$ cat src/hw/rtl/mco_pkg.sv
// Shared types, screen constants and clipping helper for the midpoint circle outline block.
package mco_pkg;

  localparam int unsigned SCREEN_WIDTH  = 192;
  localparam int unsigned SCREEN_HEIGHT = 128;
  localparam int unsigned MAX_RADIUS    = 80;

  localparam int unsigned CoordW  = 10;
  localparam int unsigned OffsetW = 7;
  localparam int unsigned ColorW  = 4;
  localparam int unsigned DecW    = 9;
  localparam int unsigned SumW    = 12;
  localparam int unsigned WalkW   = 11;

  typedef enum logic [0:0] {
    ST_IDLE,
    ST_WALK
  } state_e;

  // True when a coordinate plus or minus an offset lands in [0, lim).
  function automatic logic in_range(logic [CoordW-1:0] c, logic [OffsetW-1:0] off,
                                    logic sub, logic [SumW-1:0] lim);
    logic [SumW-1:0] v;
    if (sub) begin
      v = {2'b00, c} - {5'b00000, off};
    end else begin
      v = {2'b00, c} + {5'b00000, off};
    end
    return !v[SumW-1] && (v < lim);
  endfunction

endpackage

$ cat src/hw/rtl/midpoint_circle_outline.sv
// Midpoint circle outline walker: one outline step per output transfer.
//
//  Channel  Dir  Handshake                  Payload
//  s_axis   in   s_axis_tvalid/tready       center_x, center_y, radius, draw_color
//  m_axis   out  m_axis_tvalid/tready       center, offsets, visible mask, color, tlast
//
// A command is taken in the idle state, then the walk gives one result per cycle
// while the output is not stalled, one for each minor offset from zero until it
// passes the major offset (57 for the largest radius). The single walk register
// set and its step adder set the rate; the next command is taken in the cycle
// after the final result is loaded.
// Reset clears the state machine, the stored color and the output valid.
// A stalled output holds the walk in place; a command is refused while walking.
module midpoint_circle_outline
  import mco_pkg::*;
(
  input  logic        clk_i,
  input  logic        rst_ni,
  input  logic        s_axis_tvalid,
  output logic        s_axis_tready,
  // center_x[9:0], center_y[19:10], radius[26:20], draw_color[35:27], zero[39:36]
  input  logic [39:0] s_axis_tdata,
  output logic        m_axis_tvalid,
  input  logic        m_axis_tready,
  // center_x_out[9:0], center_y_out[19:10], offset_major[26:20],
  // offset_minor[33:27], visible_mask[41:34], pixel_color[45:42], zero[47:46]
  output logic [47:0] m_axis_tdata,
  output logic        m_axis_tlast
);

  state_e state_q, state_d;

  logic                     in_accept;
  logic                     step_en;
  logic [ColorW-1:0]        color_q;
  logic [CoordW-1:0]        cx_q, cy_q;
  logic [OffsetW-1:0]       major_q, minor_q;
  logic signed [DecW-1:0]   dec_q;

  logic [CoordW-1:0]        in_cx, in_cy;
  logic [OffsetW-1:0]       in_r, r_clamp;
  logic [8:0]               in_color;

  logic signed [WalkW-1:0]  minor_s, major_s, dec_ext, dec_n;
  logic                     last_n;
  logic [7:0]               mask;

  logic xpa, xma, xpb, xmb, ypa, yma, ypb, ymb;

  logic                     out_valid_q;
  logic [CoordW-1:0]        out_cx_q, out_cy_q;
  logic [OffsetW-1:0]       out_major_q, out_minor_q;
  logic [7:0]               out_mask_q;
  logic [ColorW-1:0]        out_color_q;
  logic                     out_last_q;

  assign in_cx    = s_axis_tdata[9:0];
  assign in_cy    = s_axis_tdata[19:10];
  assign in_r     = s_axis_tdata[26:20];
  assign in_color = s_axis_tdata[35:27];
  assign r_clamp  = (in_r > OffsetW'(MAX_RADIUS)) ? OffsetW'(MAX_RADIUS) : in_r;

  always_comb begin
    state_d = state_q;
    unique case (state_q)
      ST_IDLE: begin
        if (s_axis_tvalid) state_d = ST_WALK;
      end
      ST_WALK: begin
        if (step_en && last_n) state_d = ST_IDLE;
      end
      default: state_d = ST_IDLE;
    endcase
  end

  always_comb begin
    s_axis_tready = 1'b0;
    step_en       = 1'b0;
    unique case (state_q)
      ST_IDLE: s_axis_tready = 1'b1;
      ST_WALK: step_en = !out_valid_q || m_axis_tready;
      default: ;
    endcase
  end

  assign in_accept = s_axis_tvalid && s_axis_tready;

  always_comb begin
    minor_s = WalkW'({4'b0000, minor_q}) + WalkW'(1);
    dec_ext = WalkW'(dec_q);
    if (dec_q[DecW-1]) begin
      major_s = WalkW'({4'b0000, major_q});
      dec_n   = dec_ext + (minor_s <<< 1) + WalkW'(1);
    end else begin
      major_s = WalkW'({4'b0000, major_q}) - WalkW'(1);
      dec_n   = dec_ext + ((minor_s - major_s) <<< 1) + WalkW'(1);
    end
    last_n = minor_s > major_s;
  end

  always_comb begin
    xpa = in_range(cx_q, major_q, 1'b0, SumW'(SCREEN_WIDTH));
    xma = in_range(cx_q, major_q, 1'b1, SumW'(SCREEN_WIDTH));
    xpb = in_range(cx_q, minor_q, 1'b0, SumW'(SCREEN_WIDTH));
    xmb = in_range(cx_q, minor_q, 1'b1, SumW'(SCREEN_WIDTH));
    ypa = in_range(cy_q, major_q, 1'b0, SumW'(SCREEN_HEIGHT));
    yma = in_range(cy_q, major_q, 1'b1, SumW'(SCREEN_HEIGHT));
    ypb = in_range(cy_q, minor_q, 1'b0, SumW'(SCREEN_HEIGHT));
    ymb = in_range(cy_q, minor_q, 1'b1, SumW'(SCREEN_HEIGHT));
    mask = {xpb & yma, xpa & ymb, xmb & yma, xma & ymb,
            xmb & ypa, xma & ypb, xpb & ypa, xpa & ypb};
  end

  always_ff @(posedge clk_i or negedge rst_ni) begin
    if (!rst_ni) begin
      state_q     <= ST_IDLE;
      color_q     <= '0;
      out_valid_q <= 1'b0;
    end else begin
      state_q <= state_d;
      if (in_accept && !in_color[8]) color_q <= in_color[ColorW-1:0];
      if (step_en) begin
        out_valid_q <= 1'b1;
      end else if (m_axis_tready) begin
        out_valid_q <= 1'b0;
      end
    end
  end

  always_ff @(posedge clk_i) begin
    if (in_accept) begin
      cx_q    <= in_cx;
      cy_q    <= in_cy;
      major_q <= r_clamp;
      minor_q <= '0;
      dec_q   <= DecW'(1) - DecW'({2'b00, r_clamp});
    end else if (step_en) begin
      major_q <= major_s[OffsetW-1:0];
      minor_q <= minor_s[OffsetW-1:0];
      dec_q   <= dec_n[DecW-1:0];
    end
    if (step_en) begin
      out_cx_q    <= cx_q;
      out_cy_q    <= cy_q;
      out_major_q <= major_q;
      out_minor_q <= minor_q;
      out_mask_q  <= mask;
      out_color_q <= color_q;
      out_last_q  <= last_n;
    end
  end

  assign m_axis_tvalid = out_valid_q;
  assign m_axis_tlast  = out_last_q;
  assign m_axis_tdata  = {2'b00, out_color_q, out_mask_q, out_minor_q, out_major_q,
                          out_cy_q, out_cx_q};

endmodule

$ cat config.mk
export PLATFORM = sky130hd
export DESIGN_NAME = midpoint_circle_outline
export DESIGN_NICKNAME = d
export VERILOG_FILES = /design/src/hw/rtl/mco_pkg.sv /design/src/hw/rtl/midpoint_circle_outline.sv
export SDC_FILE = /design/constraint.sdc
export NUM_CORES = 1
export LEC_CHECK = 0
export ABC_AREA = 1
export BUFFER_PORTS_ARGS = -buffer_cell sky130_fd_sc_hd__buf_2
export CAP_MARGIN = 20
export CORE_MARGIN = 5
export CORE_UTILIZATION = 47
export DETAILED_ROUTE_END_ITERATION = 8
export PLACE_DENSITY = 0.68
export SKIP_CTS_REPAIR_TIMING = 1
export SLEW_MARGIN = 20
export SYNTH_ARGS = -nofsm -noshare
export SYNTH_HDL_FRONTEND = slang
export SYNTH_SLANG_ARGS = --single-unit
$ cat constraint.sdc
create_clock -name clk_i -period 4.04 [get_ports clk_i]
set_clock_uncertainty 0.1 [all_clocks]
set_input_delay 0.404 -clock clk_i [delete_from_list [all_inputs] [get_ports clk_i]]
set_output_delay 0.404 -clock clk_i [all_outputs]
set_load 0.03 [all_outputs]
==> summary.md <==
| Metric | Value |
|---|---|
| Slew margin rel. | about 36% |
| Layout cell share with drive strength beyond 1 | between 15 and 20% |
| GRT overflow | 0 |
| Die span in y | around 130 microns |
| Hold Vio Cnt, Final | 0 |
| Pin count of the biggest net entering global routing | 54 |
| Top cells by count, synth | 136 x nand2_1, 83 x edfxtp_1, 82 x ha_1 |
| Die area | 15730 sq um |
| Post-route setup slack | about 0.43 ns |
| H-tree Lvls | 3 |
| GPL Wtd Cong | 0.9039 |
| FMAX | between 0.2 and 0.3 GHz |
| GR peak layer | met2 |
| Fin cells | roughly 950 |
| Routed vias | about 5000 |
| CP max FO | 10 |
| Detailed placer's ending HPWL | approximately 12000 microns |
| Initial antenna violation count | 0 |
| Routed vias/inst | between 5 and 6 |
| Hold Crit Class | in2reg |
| Synth unique cells | between 40 and 50 |
| Clock Latency Late Sink | 0.35 ns |
| Max-cap violations | 0 |
| RSZ-0062 raised after global routing | false |
| IO Count | 95 |
| Dominant cell type by area after synthesis | edfxtp_1 |
| Vias in the first global route | ~5000 |
| CTS clock-pin slew for the worst setup and hold paths | around 0.060 ns |
| DRC | 0 |
| Tmin final | 3.608 ns |
| Most numerous cell in the Yosys netlist | nand2_1 |
| DR pass1 iterations | 5 |
| Final slew viol count | 0 |
| Die width | roughly 130 microns |
| Slowest CP cell | dfxtp_1 |
| # fillers | ~1200 |
| Synth top area cells | edfxtp_1 40%, ha_1 16%, nand2_1 8.2% |
| Worst-Margin Slew | about 0.95 ns |
| Post-Place Cells | about 930 |
| Area share of the largest cell type after synthesis | roughly 40% |
| Final WL | 14840 microns |
| Period utilization | between 80% and 90% |
| Worst path arrival time | approximately 3.6 ns |
| Ys Warns | 0 |
| Fin Setup TNS | 0 ns |
| Initial core utilization | a little under half |
| PortBufs | 84 |
| Crit path capture type | flop |
| Most used cell, CP | nand2_1 |
| Status | complete, no violations |
| Inserted Clock Buffers | 9 |
| Pre-CTS WS | ~0.51 ns |
| Final #Nets | ~900 |
| Netlist Area Pre-Place | around 6300 sq um |
| Kind of critical path | reg2reg |
| Layout area overhead | 15.61% |
| Avg Inst Size Synth | 9.276 sq um |
| Met2 usage | ~36% |
| WP data required | ~4.0 ns |
| Crit-path cells | inv_2, nor2_8, xor2_1, ha_1, a21oi_1, nand2_1, nand2_1, nand2_1, a21oi_1, xnor2_1, ha_1, nand2_1, or2_0, nand3_1, nand3_1, nand3_1, nand2_1, nand2_1, nand2_1 |
| Setup violators final | 0 |
| Core Rows | 42 |
| Largest stage delay on the critical path | 0.57 ns |
| CTS tree | yes |
| Dominant synthesized flop cell | edfxtp_1 |
| N_diodes | 0 |
| Routed Antenna Nets | 0 |
| DR iter-0 viols | between 300 and 400 |
| Clk buf depth | 2 |
| Root buffer selected by CTS | clkbuf_16 |
| Tot GR Track Use | around 20% |
| EDFF count, synth | 83 |
| Clock sinks | 96 |
| Core ar. | about 13000 sq um |
| Type of origin of the critical path | flop |
| Routed len/inst | 15.60 microns |
| GRT met3 Usage | 2.814% |
| First-pass GRT wire length | 24660 microns |
| GRT met1 Usage | between 20% and 30% |
| Post-synthesis register bit count | 96 |
| Asr flop ratio synth | under 10% |
| Share of the yosys chip area belonging to registers | between 40 and 50% |
| Mapped Cells | about 680 |
==> final timing paths <==
path | startpoint | endpoint | slack, ns | cells after the start
min in group asynchronous | rst_ni | color_q[1]$_DFFE_PN0P_ | 0.31 | 2
max in group asynchronous | rst_ni | color_q[3]$_DFFE_PN0P_ | 3.39 | 2
hold reg to reg | cy_q[8]$_DFFE_PP_ | out_cy_q[8]$_DFFE_PP_ | 0.36 | 0
setup / recovery | minor_q[0]$_SDFFE_PP0P_ | dec_q[8]$_DFFE_PP_ | 0.43 | 19
hold / removal | s_axis_tdata[11] | cy_q[1]$_DFFE_PP_ | 0.12 | 1
setup reg to reg | minor_q[0]$_SDFFE_PP0P_ | dec_q[8]$_DFFE_PP_ | 0.43 | 19
==> final cells by class <==
class / instances / area [sq um] / share of cell area [%]
clock buffers: 12 / 236.5 / 3.267
repair buffers: 92 / 495.5 / 6.845
well taps: 176 / 220.2 / 3.042
multi-input cells: 483 / 3103 / 42.87
flip-flops and latches: 96 / 2783 / 38.44
clock inverters: 4 / 70.07 / 0.9680
inverters: 88 / 330.3 / 4.564
==> cell usage in the layout, fill, tap and decap left out, types with 13 or more instances in the layout <==
cell type,n
nand3_1,37
buf_2,84
o21ai_1,13
nor2_1,49
nand2_1,136
edfxtp_1,83
a21oi_1,41
inv_1,79
o21ai_0,37
ha_1,82
xor2_1,16
==> cells by family (layout without fill, tap and decap cells) <==
group | Yosys count | after routing | synth area share (%)
fa+ha+maj | 85 | 85 | 17.35
xor+xnor | 20 | 20 | 2.798
compound gates | 118 | 118 | 10.39
other cells | 1 | 2 | 0.05989
buf+inv | 97 | 196 | 6.055
simple gates | 254 | 254 | 17.95
mux | 4 | 4 | 0.9593
flops | 96 | 96 | 44.44
==> per-layer routing <==
| metal | vias up | wire (microns) |
|---|---|---|
| li1 | 2487 | - |
| met1 | 2338 | 6071 |
| met2 | 142 | 7680 |
| met3 | 24 | 684 |
| met4 | 0 | 404 |
| met5 | - | 0 |
==> critical path, delay by kind of cell, from the launching register on <==
| kind | cells | cell delay [ns] |
|---|---|---|
| adders and majority gates | 2 | 0.67 |
| DFF | 1 | 0.57 |
| and+or+nand+nor | 12 | 1.16 |
| xor gates and xnor gates | 2 | 0.35 |
| AOI/OAI and AO/OA | 2 | 0.33 |
| buffers and inverters | 1 | 0.18 |
==> state kept, by name, indices dropped and copies added (netlist names), 8 cells and up <==
signal	cells
out_mask_q	8
dec_q	9
out_cx_q	10
out_cy_q	10
cx_q	10
cy_q	10
==> per-stage QoR <==
step	hold slack [ns]	utilization (%)	cell area, sq um
6_report	0.1231	55.10	7238
5_1_grt	0.1173	55.10	7238
4_1_cts	-0.2420	54.87	7208
3_5_place_dp	0.1344	52.53	6902
3_3_place_gp	0.1262	52.53	6902
2_1_floorplan	0.008409	-	6265
Power is left out: the tool's default activity adds up to more than one toggle a clock period on the data nets, which glitch-free logic cannot reach.
